## src/hdl/line_rasterizer_defines.svh

```systemverilog
// Assertion macros shared by the line rasterizer RTL.
// No dependencies; included by modules that carry assertions.
`ifndef LINE_RASTERIZER_DEFINES_SVH
`define LINE_RASTERIZER_DEFINES_SVH

// Same-cycle implication, disabled during reset.
`define LR_ASSERT_NOW(label, clk, rst_n, ante, cons) \
    label: assert property (@(posedge clk) disable iff (!rst_n) (ante) |-> (cons)) \
        else $error("line_rasterizer: same-cycle check failed");

// Next-cycle implication, disabled during reset.
`define LR_ASSERT_NEXT(label, clk, rst_n, ante, cons) \
    label: assert property (@(posedge clk) disable iff (!rst_n) (ante) |=> (cons)) \
        else $error("line_rasterizer: next-cycle check failed");

`endif

```

## src/hdl/lr_pkg.sv

```systemverilog
// Package for the line rasterizer: widths, opcodes and bus-width helpers.
// No dependencies.
`default_nettype none

package lr_pkg;

    localparam int COORD_BITS_DEF = 12;
    localparam int RGB_BITS       = 24;

    localparam logic OP_START = 1'b0;
    localparam logic OP_STEP  = 1'b1;

    // Command beat: opcode, four endpoints, two deltas, two signs, error seed, color.
    function automatic int cmd_bits(input int cb);
        return 7 * cb + RGB_BITS + 5;
    endfunction

    // Pixel beat: x, y, color, last flag.
    function automatic int pix_bits(input int cb);
        return 2 * cb + RGB_BITS + 1;
    endfunction

endpackage

`default_nettype wire

```

## src/hdl/line_rasterizer.sv

```systemverilog
// A beat is registered in the command queue, then its pixel in the pixel queue.
// Throughput: one input beat per cycle while full is low; every start or active step
// yields one pixel. The back end's error update and coordinate step set the rate.
// Reset (rst_n low, asynchronous): both queues empty, no line active.
// Top level of the line rasterizer: front end, command queue, back end, pixel queue.
// Depends on lr_pkg, lr_fifo, lr_front and lr_back.
`default_nettype none

module line_rasterizer #(
    parameter int COORD_BITS = lr_pkg::COORD_BITS_DEF
) (
    input  wire logic                         clk,
    input  wire logic                         rst_n,
    input  wire logic                         push,
    output      logic                         full,
    input  wire logic                         opcode,
    input  wire logic [COORD_BITS-1:0]        start_x,
    input  wire logic [COORD_BITS-1:0]        start_y,
    input  wire logic [COORD_BITS-1:0]        end_x_in,
    input  wire logic [COORD_BITS-1:0]        end_y_in,
    input  wire logic [lr_pkg::RGB_BITS-1:0]  rgb_in,
    output      logic                         empty,
    input  wire logic                         pop,
    output      logic [COORD_BITS-1:0]        pix_x,
    output      logic [COORD_BITS-1:0]        pix_y,
    output      logic [lr_pkg::RGB_BITS-1:0]  pix_rgb,
    output      logic                         last_pixel
);

    localparam int CMD_W = lr_pkg::cmd_bits(COORD_BITS);
    localparam int PIX_W = lr_pkg::pix_bits(COORD_BITS);

    logic [CMD_W-1:0] cmd_in;
    logic [CMD_W-1:0] cmd_out;
    logic             cmd_empty;
    logic             cmd_pop;
    logic [PIX_W-1:0] pix_in;
    logic [PIX_W-1:0] pix_out;
    logic             pix_full;
    logic             pix_push;

    lr_front #(
        .COORD_BITS (COORD_BITS)
    ) u_front (
        .opcode   (opcode),
        .start_x  (start_x),
        .start_y  (start_y),
        .end_x_in (end_x_in),
        .end_y_in (end_y_in),
        .rgb_in   (rgb_in),
        .cmd      (cmd_in)
    );

    lr_fifo #(
        .WIDTH (CMD_W),
        .AW    (2)
    ) u_cmd_q (
        .clk     (clk),
        .rst_n   (rst_n),
        .push    (push),
        .wr_data (cmd_in),
        .full    (full),
        .pop     (cmd_pop),
        .rd_data (cmd_out),
        .empty   (cmd_empty)
    );

    lr_back #(
        .COORD_BITS (COORD_BITS)
    ) u_back (
        .clk       (clk),
        .rst_n     (rst_n),
        .cmd       (cmd_out),
        .cmd_empty (cmd_empty),
        .cmd_pop   (cmd_pop),
        .out_full  (pix_full),
        .out_push  (pix_push),
        .pix       (pix_in)
    );

    lr_fifo #(
        .WIDTH (PIX_W),
        .AW    (1)
    ) u_pix_q (
        .clk     (clk),
        .rst_n   (rst_n),
        .push    (pix_push),
        .wr_data (pix_in),
        .full    (pix_full),
        .pop     (pop),
        .rd_data (pix_out),
        .empty   (empty)
    );

    assign pix_x      = pix_out[PIX_W-1 -: COORD_BITS];
    assign pix_y      = pix_out[PIX_W-1-COORD_BITS -: COORD_BITS];
    assign pix_rgb    = pix_out[lr_pkg::RGB_BITS:1];
    assign last_pixel = pix_out[0];

endmodule

`default_nettype wire

```

## src/hdl/lr_fifo.sv

```systemverilog
// Small register-based FIFO used for the command and pixel queues.
// No dependencies.
`default_nettype none

module lr_fifo #(
    parameter int WIDTH = 8,
    parameter int AW    = 1
) (
    input  wire logic             clk,
    input  wire logic             rst_n,
    input  wire logic             push,
    input  wire logic [WIDTH-1:0] wr_data,
    output      logic             full,
    input  wire logic             pop,
    output      logic [WIDTH-1:0] rd_data,
    output      logic             empty
);

    localparam int DEPTH = 1 << AW;

    logic [WIDTH-1:0] slots_reg [DEPTH];
    logic [AW-1:0]    wr_ptr_reg, wr_ptr_next;
    logic [AW-1:0]    rd_ptr_reg, rd_ptr_next;
    logic [AW:0]      count_reg, count_next;
    logic             push_ok;
    logic             pop_ok;

    assign full    = (count_reg == (AW+1)'(DEPTH));
    assign empty   = (count_reg == '0);
    assign push_ok = push && !full;
    assign pop_ok  = pop && !empty;
    assign rd_data = slots_reg[rd_ptr_reg];

    always_comb
    begin
        wr_ptr_next = push_ok ? wr_ptr_reg + AW'(1) : wr_ptr_reg;
        rd_ptr_next = pop_ok ? rd_ptr_reg + AW'(1) : rd_ptr_reg;
        count_next  = count_reg;
        if (push_ok && !pop_ok)
        begin
            count_next = count_reg + (AW+1)'(1);
        end
        else if (pop_ok && !push_ok)
        begin
            count_next = count_reg - (AW+1)'(1);
        end
    end

    always_ff @(posedge clk or negedge rst_n)
    begin
        if (!rst_n)
        begin
            wr_ptr_reg <= '0;
            rd_ptr_reg <= '0;
            count_reg  <= '0;
        end
        else
        begin
            wr_ptr_reg <= wr_ptr_next;
            rd_ptr_reg <= rd_ptr_next;
            count_reg  <= count_next;
        end
    end

    always_ff @(posedge clk)
    begin
        if (push_ok)
        begin
            slots_reg[wr_ptr_reg] <= wr_data;
        end
    end

endmodule

`default_nettype wire

```

## src/hdl/lr_front.sv

```systemverilog
// Front end: classifies input beats and precomputes line setup for starts.
// Depends on lr_pkg.
`default_nettype none

module lr_front #(
    parameter int COORD_BITS = lr_pkg::COORD_BITS_DEF
) (
    input  wire logic                                   opcode,
    input  wire logic [COORD_BITS-1:0]                  start_x,
    input  wire logic [COORD_BITS-1:0]                  start_y,
    input  wire logic [COORD_BITS-1:0]                  end_x_in,
    input  wire logic [COORD_BITS-1:0]                  end_y_in,
    input  wire logic [lr_pkg::RGB_BITS-1:0]            rgb_in,
    output      logic [lr_pkg::cmd_bits(COORD_BITS)-1:0] cmd
);

    typedef struct packed {
        logic                          opcode;
        logic [COORD_BITS-1:0]         x0;
        logic [COORD_BITS-1:0]         y0;
        logic [COORD_BITS-1:0]         x1;
        logic [COORD_BITS-1:0]         y1;
        logic [COORD_BITS-1:0]         dx;
        logic [COORD_BITS-1:0]         dy;
        logic                          neg_x;
        logic                          neg_y;
        logic signed [COORD_BITS+1:0]  err0;
        logic [lr_pkg::RGB_BITS-1:0]   rgb;
    } cmd_t;

    cmd_t cmd_w;

    always_comb
    begin
        cmd_w.opcode = opcode;
        cmd_w.x0     = start_x;
        cmd_w.y0     = start_y;
        cmd_w.x1     = end_x_in;
        cmd_w.y1     = end_y_in;
        cmd_w.neg_x  = (start_x >= end_x_in);
        cmd_w.neg_y  = (start_y >= end_y_in);
        cmd_w.dx     = cmd_w.neg_x ? start_x - end_x_in : end_x_in - start_x;
        cmd_w.dy     = cmd_w.neg_y ? start_y - end_y_in : end_y_in - start_y;
        cmd_w.err0   = signed'({2'b00, cmd_w.dx}) - signed'({2'b00, cmd_w.dy});
        cmd_w.rgb    = rgb_in;
    end

    assign cmd = cmd_w;

endmodule

`default_nettype wire

```

## src/hdl/lr_back.sv

```systemverilog
// Back end: holds the running line and walks it one pixel per start beat or per step beat while a line is active.
// Depends on lr_pkg and line_rasterizer_defines.svh.
`default_nettype none
`include "line_rasterizer_defines.svh"

module lr_back #(
    parameter int COORD_BITS = lr_pkg::COORD_BITS_DEF
) (
    input  wire logic                                    clk,
    input  wire logic                                    rst_n,
    input  wire logic [lr_pkg::cmd_bits(COORD_BITS)-1:0] cmd,
    input  wire logic                                    cmd_empty,
    output      logic                                    cmd_pop,
    input  wire logic                                    out_full,
    output      logic                                    out_push,
    output      logic [lr_pkg::pix_bits(COORD_BITS)-1:0] pix
);

    localparam int C = COORD_BITS;

    typedef struct packed {
        logic                         opcode;
        logic [C-1:0]                 x0;
        logic [C-1:0]                 y0;
        logic [C-1:0]                 x1;
        logic [C-1:0]                 y1;
        logic [C-1:0]                 dx;
        logic [C-1:0]                 dy;
        logic                         neg_x;
        logic                         neg_y;
        logic signed [C+1:0]          err0;
        logic [lr_pkg::RGB_BITS-1:0]  rgb;
    } cmd_t;

    typedef struct packed {
        logic [C-1:0]                 x;
        logic [C-1:0]                 y;
        logic [lr_pkg::RGB_BITS-1:0]  rgb;
        logic                         last;
    } pix_t;

    cmd_t cmd_w;
    pix_t pix_w;

    logic                         active_reg, active_next;
    logic [C-1:0]                 cur_x_reg, cur_x_next;
    logic [C-1:0]                 cur_y_reg, cur_y_next;
    logic [C-1:0]                 goal_x_reg, goal_x_next;
    logic [C-1:0]                 goal_y_reg, goal_y_next;
    logic [C-1:0]                 delta_x_reg, delta_x_next;
    logic [C-1:0]                 delta_y_reg, delta_y_next;
    logic                         neg_x_reg, neg_x_next;
    logic                         neg_y_reg, neg_y_next;
    logic signed [C+1:0]          err_reg, err_next;
    logic [lr_pkg::RGB_BITS-1:0]  rgb_reg, rgb_next;

    logic                         is_start;
    logic                         go;
    logic                         emit;
    logic [C-1:0]                 cx, cy, gx, gy, dx, dy;
    logic                         nx, ny;
    logic signed [C+1:0]          err_src;
    logic [lr_pkg::RGB_BITS-1:0]  rgb_src;
    logic                         last;
    logic signed [C+2:0]          e2, dx_ext, dy_ext, err_ext, err_sum;
    logic                         move_x, move_y;

    assign cmd_w    = cmd;
    assign is_start = (cmd_w.opcode == lr_pkg::OP_START);
    assign go       = !cmd_empty && (!out_full || (!is_start && !active_reg));
    assign emit     = go && (is_start || active_reg);
    assign cmd_pop  = go;
    assign out_push = emit;

    always_comb
    begin
        cx      = is_start ? cmd_w.x0    : cur_x_reg;
        cy      = is_start ? cmd_w.y0    : cur_y_reg;
        gx      = is_start ? cmd_w.x1    : goal_x_reg;
        gy      = is_start ? cmd_w.y1    : goal_y_reg;
        dx      = is_start ? cmd_w.dx    : delta_x_reg;
        dy      = is_start ? cmd_w.dy    : delta_y_reg;
        nx      = is_start ? cmd_w.neg_x : neg_x_reg;
        ny      = is_start ? cmd_w.neg_y : neg_y_reg;
        err_src = is_start ? cmd_w.err0  : err_reg;
        rgb_src = is_start ? cmd_w.rgb   : rgb_reg;

        last    = (cx == gx) && (cy == gy);
        e2      = signed'({err_src, 1'b0});
        dx_ext  = signed'({3'b000, dx});
        dy_ext  = signed'({3'b000, dy});
        err_ext = signed'({err_src[C+1], err_src});
        move_x  = (e2 > -dy_ext);
        move_y  = (e2 < dx_ext);
        err_sum = err_ext - (move_x ? dy_ext : '0) + (move_y ? dx_ext : '0);

        pix_w.x    = cx;
        pix_w.y    = cy;
        pix_w.rgb  = rgb_src;
        pix_w.last = last;

        active_next  = active_reg;
        cur_x_next   = cur_x_reg;
        cur_y_next   = cur_y_reg;
        goal_x_next  = goal_x_reg;
        goal_y_next  = goal_y_reg;
        delta_x_next = delta_x_reg;
        delta_y_next = delta_y_reg;
        neg_x_next   = neg_x_reg;
        neg_y_next   = neg_y_reg;
        err_next     = err_reg;
        rgb_next     = rgb_reg;

        if (emit)
        begin
            active_next  = !last;
            goal_x_next  = gx;
            goal_y_next  = gy;
            delta_x_next = dx;
            delta_y_next = dy;
            neg_x_next   = nx;
            neg_y_next   = ny;
            rgb_next     = rgb_src;
            cur_x_next   = cx;
            cur_y_next   = cy;
            err_next     = err_src;
            if (!last)
            begin
                err_next = err_sum[C+1:0];
                if (move_x)
                begin
                    cur_x_next = nx ? cx - C'(1) : cx + C'(1);
                end
                if (move_y)
                begin
                    cur_y_next = ny ? cy - C'(1) : cy + C'(1);
                end
            end
        end
    end

    assign pix = pix_w;

    always_ff @(posedge clk or negedge rst_n)
    begin
        if (!rst_n)
        begin
            active_reg <= 1'b0;
        end
        else
        begin
            active_reg <= active_next;
        end
    end

    always_ff @(posedge clk)
    begin
        cur_x_reg   <= cur_x_next;
        cur_y_reg   <= cur_y_next;
        goal_x_reg  <= goal_x_next;
        goal_y_reg  <= goal_y_next;
        delta_x_reg <= delta_x_next;
        delta_y_reg <= delta_y_next;
        neg_x_reg   <= neg_x_next;
        neg_y_reg   <= neg_y_next;
        err_reg     <= err_next;
        rgb_reg     <= rgb_next;
    end

    `LR_ASSERT_NOW(a_no_push_when_full, clk, rst_n, out_push, !out_full)
    `LR_ASSERT_NEXT(a_last_ends_line, clk, rst_n, emit && last, !active_reg)
    `LR_ASSERT_NEXT(a_start_opens_line, clk, rst_n, emit && is_start && !last, active_reg)
    `LR_ASSERT_NEXT(a_step_moves, clk, rst_n, emit && !last,
        (cur_x_reg != $past(cx)) || (cur_y_reg != $past(cy)))

endmodule

`default_nettype wire
```

## config.mk

```make
export PLATFORM = sky130hd
export DESIGN_NAME = line_rasterizer
export DESIGN_NICKNAME = d
export VERILOG_FILES = /design/src/hdl/lr_pkg.sv /design/src/hdl/line_rasterizer.sv /design/src/hdl/lr_fifo.sv /design/src/hdl/lr_front.sv /design/src/hdl/lr_back.sv
export VERILOG_INCLUDE_DIRS = /design/src /design/src/hdl
export SDC_FILE = /design/constraint.sdc
export NUM_CORES = 1
export LEC_CHECK = 0
export BUFFER_PORTS_ARGS = -buffer_cell sky130_fd_sc_hd__buf_2
export CORE_ASPECT_RATIO = 0.7
export CORE_UTILIZATION = 56
export CTS_CLUSTER_SIZE = 25
export DETAILED_ROUTE_END_ITERATION = 16
export HOLD_SLACK_MARGIN = 0.1
export PLACE_DENSITY = 0.76
export SYNTH_ARGS = -nofsm -noshare
export SYNTH_HDL_FRONTEND = slang
export SYNTH_SLANG_ARGS = --single-unit
```

## constraint.sdc

```tcl
create_clock -name clk -period 9.1 [get_ports clk]
set_clock_uncertainty 0.05 [all_clocks]
set_input_delay 1.365 -clock clk [delete_from_list [all_inputs] [get_ports clk]]
set_output_delay 1.365 -clock clk [all_outputs]
set_load 0.01 [all_outputs]
```

* Word-level counts from Yosys, hierarchy flattened
Memory sizes are Yosys's and may differ from the RTL's.
Index checks and enable logic that the tools add are counted.
W data, S select, Z words.
** Storage, ports and cells
- Register bits :: 124
- Bits in latches :: 0
- Bits in writable memories :: 550
- ROM bits :: 0
- Bits of input ports :: 77
- Output and inout bits :: 51
- Word-level logic and storage cells :: 105
- Memories kept :: 2
** Memories
- u_cmd_q.slots_reg :: words 4, width 113, rd ports 1, clocked after Yosys merged registers in 0, wr ports 1, line lr_fifo.sv:21 : logic [WIDTH-1:0] slots_reg [DEPTH];
- u_pix_q.slots_reg :: words 2, width 49, rd ports 1, clocked after Yosys merged registers in 0, wr ports 1, line lr_fifo.sv:21
** Cells by class
- Add/sub/neg operators :: 20
- Multipliers :: 0
- Div/mod/pow operators :: 0
- Order comparisons :: 4
- Equality and inequality tests :: 4
- Shift-type cells :: 0
- Multiplexer cells :: 29
- Bitwise operators :: 1
- Reduce and logical (&&, ||, !) cells :: 28
** Operators with widths (count)
- $mux W12 :: 16
- $sub A12 B12 Y12 :: 4
- $mux W14 :: 2
- $add A12 B1 Y12 const B :: 2
- $eq A12 B12 Y1 :: 2
- $ge A12 B12 Y1 :: 2
- $mux W24 :: 1
- $sub A12 B1 Y12 const B :: 2
- $gt A15 B15 Y1 :: 1
- $lt A15 B13 Y1 :: 1
- $neg A12 Y15 :: 1
- $add A14 B14 Y14 :: 1
- $sub A14 B12 Y14 :: 1
- $sub A12 B12 Y13 :: 1
- $logic_and A1 B1 Y1 :: 12
- $logic_not A1 Y1 :: 10
- $add A2 B1 Y2 const B :: 3
- $mux W1 :: 6
- $mux W3 :: 2
- $mux W2 :: 2
- $reduce_bool A2 Y1 :: 2
- $add A3 B1 Y3 const B :: 1
- $eq A3 B3 Y1 const B :: 1
- $logic_not A3 Y1 :: 1
- other kinds (7) :: 9

* Longest topological paths before layout
Gate-level depths: netlist of the first run.
- Depth after elaboration :: 10
- Mapped depth :: 31
- Depth with buffers taken out :: 28

* Modules after synthesis
From an unflattened synthesis of the first run, not the netlist that was laid out.
** Unflattened totals
- Cells, all modules :: 2020
- Area total of the unflattened synthesis :: 32527.4 sq um
** Modules (own cells, without submodules)
- lr_fifo at u_cmd_q :: instances 1, cells an instance 627, area each 16704.8 sq um, sequential area each 13748.2 sq um
- lr_back :: instances 1, cells an instance 747, area each 8508.2 sq um, sequential area each 3388.2 sq um
- lr_fifo at u_pix_q :: instances 1, cells an instance 172, area each 3986.3 sq um, sequential area each 3042.9 sq um
- lr_front :: instances 1, cells an instance 474, area each 3328.2 sq um, sequential area each 0.0 sq um

* Worst setup path after synthesis of the first run
Ideal clock, no wire load.
- Path kind :: reg2reg
- Start :: register u_cmd_q.rd_ptr_reg[0]
- End :: memory u_pix_q.slots_reg[1][0] in the netlist's numbering, enable pin
- Library setup time :: 411 ps
- Arrival :: 8325 ps
- Data required time :: 8639 ps
- Setup slack :: 313 ps
- Cell stages (with the launch flop) :: 11
- Path buffers :: 4
- Cells stage by stage :: dfrtp_1 -> buf_6 -> buf_4 -> buf_4 -> mux2_2 -> clkbuf_1 -> nor2_1 -> o32a_1 -> inv_1 -> nor2_1 -> and2_1
** Between the ends
- Word-level cells in the longest chain between the ends :: 8
** Ends and longest elaborated chain
- from (decl) :: line lr_fifo.sv:23 : logic [AW-1:0] rd_ptr_reg, rd_ptr_next;
- from (signal assigned) :: line lr_fifo.sv:60 : rd_ptr_reg <= rd_ptr_next;
- $mem_v2 Z4 W113 *
- $logic_and A1 B1 Y1 :: line lr_back.sv:70 : assign go = !cmd_empty && (!out_full || (!is_start && !active_reg));
- $logic_or A1 B1 Y1 :: line lr_back.sv:70
- $logic_and A1 B1 Y1 :: line lr_back.sv:70
- $logic_and A1 B1 Y1 * :: line lr_back.sv:71 : assign emit = go && (is_start || active_reg);
- net pix_push :: line line_rasterizer.sv:40 : logic pix_push;
- $logic_and A1 B1 Y1 * :: line lr_fifo.sv:30 : assign push_ok = push && !full;
- $mux W1 * :: line lr_fifo.sv:67 : if (push_ok)
- $mux W1 (not written as such) * :: line lr_fifo.sv:69 : slots_reg[wr_ptr_reg] <= wr_data;
- to (decl) :: line lr_fifo.sv:21
The timed path passes the listed nets; every way through them passes the cells marked *.

* Final worst setup path of the first run
- Start :: register u_cmd_q.rd_ptr_reg[0]
- End :: register u_back.err_reg[12] (data pin)
** Between the ends
- Word-level cells in the longest chain between the ends :: 8
** Ends and longest elaborated chain
- $mem_v2 Z4 W113 *
- $mux W12 :: line lr_back.sv:82 : dy = is_start ? cmd_w.dy : delta_y_reg;
- $neg A12 Y15 :: line lr_back.sv:93 : move_x = (e2 > -dy_ext);
- $gt A15 B15 Y1 :: line lr_back.sv:93
- $mux W12 :: line lr_back.sv:95 : err_sum = err_ext - (move_x ? dy_ext : '0) + (move_y ? dx_ext : '0);
- $sub A14 B12 Y14 :: line lr_back.sv:95
- $add A14 B14 Y14 :: line lr_back.sv:95
- $mux W14 * :: line lr_back.sv:127 : if (!last)
- to (signal assigned) :: line lr_back.sv:166 : err_reg <= err_next;
- to (decl) :: line lr_back.sv:54 : logic signed [C+1:0] err_reg, err_next;
Every way passes the cells marked *; elsewhere a longest branch is shown, timed or not.
A chain may end at the register's enable or synchronous reset.

==> results of run 1 <==
[through the flow]
stage                     hold slack [ps]   util  area, µm²
final                                 436  0.635      35200
after global routing                  439  0.635      35200
after CTS                             429  0.635      35200
after detailed placement              418  0.594      32900
after global placement                407  0.594      32900
after floorplan                       406      -      31500
[cell families (layout without fill, tap and decap cells)]
logic type	after synthesis	after routing	share of synthesized area
xor gates and xnor gates	123	123	0.0345
and+or+nand+nor	544	544	0.0758
muxes	209	209	0.114
buffers and inverters	231	418	0.0295
AOI/OAI and AO/OA	228	228	0.0472
other	0	1	0
DFF	670	670	0.637
adders and majority gates	145	145	0.0624
[synth_stat cells, types with 3 or more instances]
master | count | share of area
o21ai_0 | 66 | 0.010
mux4_2 | 112 | 0.080
and4_1 | 4 | 0.0011
buf_1 | 9 | 0.0011
mux2i_1 | 37 | 0.012
nand2b_1 | 14 | 0.0028
nand2_1 | 337 | 0.040
nor2_1 | 69 | 0.0082
xnor2_1 | 88 | 0.024
a221oi_1 | 3 | 0.00083
buf_4 | 4 | 0.00095
o41ai_1 | 3 | 0.00083
nand3_1 | 12 | 0.0019
a31o_2 | 3 | 0.00083
o21a_1 | 11 | 0.0026
and3_1 | 5 | 0.00099
inv_1 | 160 | 0.019
mux2_2 | 58 | 0.021
and2_1 | 8 | 0.0016
dfrtp_1 | 12 | 0.0095
a21o_1 | 27 | 0.0064
buf_2 | 19 | 0.0030
nand4_1 | 16 | 0.0032
buf_6 | 3 | 0.0011
or2_2 | 6 | 0.0012
a211oi_1 | 4 | 0.00095
a21oi_1 | 53 | 0.0084
nor2b_1 | 22 | 0.0044
nor4_1 | 7 | 0.0014
a31oi_1 | 4 | 0.00079
o21bai_1 | 3 | 0.00072
nor3_1 | 26 | 0.0041
or3_1 | 4 | 0.00079
o211ai_1 | 7 | 0.0017
clkbuf_1 | 36 | 0.0043
nand3b_1 | 4 | 0.00095
ha_1 | 125 | 0.050
a21boi_0 | 15 | 0.0036
fa_1 | 20 | 0.013
edfxtp_1 | 658 | 0.63
o31ai_1 | 4 | 0.00095
xor2_1 | 34 | 0.0095
a211o_1 | 5 | 0.0014
[worst max-delay path by stage]
stage                                           start                           endpoint  cells after the start
floorplan           u_cmd_q.rd_ptr_reg[0]$_DFFE_PN0P_  u_pix_q.slots_reg[1][0]$_DFFE_PP_                     10
global placement    u_cmd_q.rd_ptr_reg[0]$_DFFE_PN0P_       u_back.err_reg[12]$_DFFE_PP_                     28
detailed placement  u_cmd_q.rd_ptr_reg[0]$_DFFE_PN0P_       u_back.err_reg[12]$_DFFE_PP_                     28
CTS                 u_cmd_q.rd_ptr_reg[0]$_DFFE_PN0P_       u_back.err_reg[12]$_DFFE_PP_                     28
global route        u_cmd_q.rd_ptr_reg[0]$_DFFE_PN0P_       u_back.err_reg[12]$_DFFE_PP_                     28
finish              u_cmd_q.rd_ptr_reg[0]$_DFFE_PN0P_       u_back.err_reg[12]$_DFFE_PP_                     28
[cell type report]
cell class              count  area share
diodes                      1   0.0000712
well taps                 740      0.0263
clock buffers              75      0.0463
flip-flops and latches    670       0.571
repair buffers            145      0.0226
multi-input cells        1249       0.300
clock inverters            38      0.0170
inverters                 160      0.0171
[cells in the final DEF, fill, tap and decap left out, types with 6 or more instances in the layout]
master     synthesis  routed
edfxtp_1         658     658
nand2_1          337     337
inv_1            160     160
buf_2             19     127
ha_1             125     125
mux4_2           112     111
xnor2_1           88      88
nor2_1            69      68
o21ai_0           66      65
clkbuf_16          0      61
mux2_2            58      57
a21oi_1           53      53
mux2i_1           37      37
xor2_1            34      34
a21o_1            27      27
nor3_1            26      25
nor2b_1           22      22
fa_1              20      20
nand4_1           16      16
buf_4              4      16
a21boi_0          15      15
nand2b_1          14      14
bufinv_16          0      13
nand3_1           12      12
clkinv_2           0      12
o21a_1            11      11
clkbuf_1          36       9
dfrtp_1           12       9
o211ai_1           7       7
nor4_1             7       7
or2_2              6       6
[metal layers]
layer  wire, µm  up-vias
met4       1240        0
met3       5920       88
met2      30400      728
met5          0        -
li1           -     8242
met1      31500     9210
==> impl_metrics.json, run 1 <==
{
  "outcome": "complete, no violations",
  "yosysSeqAreaShare": 0.637,
  "fin_crit_sh": 0.894,
  "final_cells": 3078,
  "multiInputGateArea_um2": 10500,
  "ys_ff_latch": 670,
  "initial_core_util": 0.568,
  "min-delay-start": "u_pix_q.rd_ptr_reg$_DFFE_PN0P_",
  "io-pin-count": 128,
  "grt-ovfl-total": 0,
  "dr.pass1.iters": 6,
  "clock_sinks": 670,
  "dp.cells": 2964,
  "use_met2": 0.365,
  "hold_buffers": 0,
  "cts_repair_resize_count": 0,
  "grt_util_met3": 0.0474,
  "wl_mm": 69.1,
  "cts_root_buf": "clkbuf_16",
  "r2r-start": "u_cmd_q.rd_ptr_reg[0]$_DFFE_PN0P_",
  "grt_max_degree": 115,
  "slew_violations": 0,
  "preCtsSetupSlack_ps": 1060,
  "hold_viol_final": 0,
  "via_per_inst": 5.94,
  "reg2reg_depth": 28,
  "startpoint_type": "flop",
  "grt_pass1_vias": 18290,
  "fin_tns_setup_ps": 0,
  "fillerInstances": 3955,
  "crit_required_ps": 9450,
  "grt.total_usage": 0.245,
  "rows": 72,
  "die_area_um2": 57200,
  "seqCellArea_um2": 20100,
  "ant_nets": 0,
  "min_path_type": "flop to flop",
  "synth_area_um2": 31500,
  "holdPathStages": 1,
  "end_kind": "flop",
  "critPathBufInv": 2,
  "largest_reg_flops": 448,
  "vias": 18268,
  "areaGrowthSynthToFinish_pct": 11.7,
  "grt_pass1_wl_mm": 106,
  "die_w_um": 285,
  "fin_ws_ps": 964,
  "syn-instance-count": 2150,
  "fp.coreArea_um2": 55400,
  "tightest_slew_ps": 1080,
  "die_y_um": 200,
  "drt-initial-drc-count": 1918,
  "nets": 2509,
  "whs_endpoint": "u_pix_q.rd_ptr_reg$_DFFE_PN0P_",
  "synthFlopType": "edfxtp_1",
  "drive_gt1_frac": 0.190,
  "critPathTopFamily": "compound AO/OA/AOI/OAI gates",
  "drc": 0,
  "worstPathMaxFanout": 31,
  "antenna_found_initial": 1,
  "r2r_slack_ps": 960,
  "rsz0062_at_grt": "false",
  "layout_min_cycle_time_ps": 8140,
  "async_flop_share": 0.0179,
  "timing.fmax_mhz": 123,
  "critPathMaxStageDelay_ps": 570,
  "htreeDepth": 2,
  "cap_violations": 0,
  "wire_per_inst_um": 22.4,
  "cts_tree": "built",
  "synth_enable_flop_cells": 658,
  "grt-busiest-layer": "met1",
  "ys_types": 67,
  "yosys_warnings": 0,
  "post_cts_buffers": 0,
  "syn-num-nets": 2372,
  "insertion_delay_ps": 660,
  "gp_congestion": 0.880,
  "cp_slowest_cell": "mux4_2",
  "hpwl_mm": 45.7,
  "grt_use_met1": 0.377,
  "postSynthAreaPerCell_um2": 14.6,
  "clkTransAtPathRegs_ps": 70,
  "cp.arrival_ps": 8480,
  "clock_path_buffers": 3,
  "numCtsBuffers": 61,
  "critPathKind": "flop to flop",
  "r2r-end": "u_back.err_reg[12]$_DFFE_PP_",
  "setup_viol": 0,
  "relSlewSlack": 0.282,
  "portBuffers": 127
}
Power of run 1 is not shown: default switching activity piles up to over one toggle a cycle in this logic, so the estimate is an artifact.
==> inputs of run 2 (changes only) <==
- CORE_UTILIZATION: 56 -> 60
- PLACE_DENSITY: 0.76 -> 0.78
- TNS_END_PERCENT: default -> 1
- clock period: 9.1 -> 7.7 ns (I/O delays scaled with it)
==> impl_metrics.json, run 2 (synthesis results as in run 1) <==
{
  "outcome": "complete, no violations",
  "r2r_slack_ps": 380,
  "die_y_um": 194,
  "insertion_delay_ps": 640,
  "ant_nets": 0,
  "crit_required_ps": 8100,
  "hpwl_mm": 46.2,
  "critPathKind": "flop to flop",
  "worstPathMaxFanout": 11,
  "die_w_um": 276,
  "grt_pass1_vias": 18243,
  "grt_pass1_wl_mm": 106,
  "setup_viol": 0,
  "cp.arrival_ps": 7720,
  "r2r-end": "u_back.err_reg[13]$_DFFE_PP_",
  "wl_mm": 69.7,
  "layout_min_cycle_time_ps": 7320,
  "dr_wl_met2_mm": 31.0,
  "fp.coreArea_um2": 51300,
  "r2r-start": "u_cmd_q.rd_ptr_reg[0]$_DFFE_PN0P_",
  "startpoint_type": "flop",
  "crit_path_frequent_cell": "a21o_1",
  "initial_core_util": 0.614,
  "drt-initial-drc-count": 2016,
  "drc": 0,
  "grt-ovfl-total": 0,
  "io-pin-count": 128,
  "vias": 18284,
  "hold_buffers": 0,
  "drt-met1-wl_mm": 30.9,
  "reg2reg_depth": 27,
  "cts_root_buf": "clkbuf_16",
  "tightest_slew_ps": 1000,
  "cts_tree": "built",
  "critPathMaxStageDelay_ps": 770,
  "slew_violations": 0,
  "dr.pass1.iters": 5,
  "areaGrowthSynthToFinish_pct": 11.4,
  "hold_viol_final": 0,
  "final_cells": 3030,
  "gp_congestion": 0.889,
  "drive_gt1_frac": 0.195,
  "top_layer": "met5",
  "relSlewSlack": 0.334,
  "fillerInstances": 3358,
  "grt.total_usage": 0.263,
  "clock_path_buffers": 3,
  "most-common-layout-cells": "edfxtp_1 (658), nand2_1 (337), inv_1 (160), buf_2 (127), ha_1 (125)",
  "timing.fmax_mhz": 137,
  "wire_per_inst_um": 23.0,
  "nets": 2523,
  "min_path_type": "input pin to async pin",
  "cap_violations": 0,
  "rows": 69,
  "fin_crit_sh": 0.951,
  "clkTransAtPathRegs_ps": 70,
  "numCtsBuffers": 60,
  "mostFrequentLayoutCell": "edfxtp_1",
  "wl_met3_mm": 6.25,
  "dp.cells": 2908,
  "antenna_found_initial": 4,
  "via_per_inst": 6.03,
  "end_kind": "flop",
  "largest_reg_flops": 448,
  "die_area_um2": 53400,
  "portBuffers": 127,
  "grt_max_degree": 80,
  "cp_slowest_cell": "mux4_4",
  "htreeDepth": 2,
  "clock_sinks": 670
}
run 2: area by class of cell:
class / count / area (µm²) / area share
Timing Repair Buffer: 159 / 933 / 0.0266
Tap cell: 674 / 843 / 0.0240
Clock buffer: 68 / 1530 / 0.0437
Antenna cell: 4 / 10.0 / 0.000285
Multi-Input combinational cell: 1250 / 10600 / 0.303
Sequential cell: 670 / 20100 / 0.572
Clock inverter: 45 / 473 / 0.0135
Inverter: 160 / 601 / 0.0171
run 2: stage by stage:
step           TNS (ps)  setup WS (ps)  cell area (µm²)   util  hold slack [ps]
3_3_place_gp          0            405            32900  0.642              421
3_5_place_dp          0            206            32900  0.642              437
4_1_cts               0            153            34900  0.681              339
6_report              0            377            35100  0.684              360
5_1_grt           -20.2          -15.5            35100  0.684              355
2_1_floorplan         0            648            31500      -              406
run 2: worst max path at each step:
stage	startpoint	to	slack, ps
3_5_place_dp	u_cmd_q.rd_ptr_reg[0]$_DFFE_PN0P_	u_back.err_reg[13]$_DFFE_PP_	210
6_report	u_cmd_q.rd_ptr_reg[0]$_DFFE_PN0P_	u_back.err_reg[13]$_DFFE_PP_	380
4_1_cts	u_cmd_q.rd_ptr_reg[0]$_DFFE_PN0P_	u_back.err_reg[13]$_DFFE_PP_	150
2_1_floorplan	u_cmd_q.rd_ptr_reg[0]$_DFFE_PN0P_	u_back.err_reg[12]$_DFFE_PP_	650
3_3_place_gp	u_cmd_q.rd_ptr_reg[0]$_DFFE_PN0P_	u_back.err_reg[12]$_DFFE_PP_	410
5_1_grt	u_cmd_q.rd_ptr_reg[0]$_DFFE_PN0P_	u_back.err_reg[13]$_DFFE_PP_	-20
run 2: worst max-delay path, delay by kind of cell, from the launching register on:
kind                       cells  cell delay (ps)
DFF                            1              510
muxes                          3             1400
buffers and inverters          2              240
adders and majority gates      4             1380
xor gates and xnor gates       1              160
AOI/OAI and AO/OA             11             2350
and+or+nand+nor                6             1030
run 2: routing by layer:
metal | vias up | global-route usage
met5 | - | 0
met4 | 2 | 0.0604
met3 | 104 | 0.0573
met2 | 739 | 0.389
met1 | 9190 | 0.403
li1 | 8249 | -
run 2: timing repair:
action	4_1_cts	5_1_grt
endpoints found under the setup margin	0	7
resized for setup	0	13
buffers inserted	0	3
Power of run 2 is left out for the same reason.
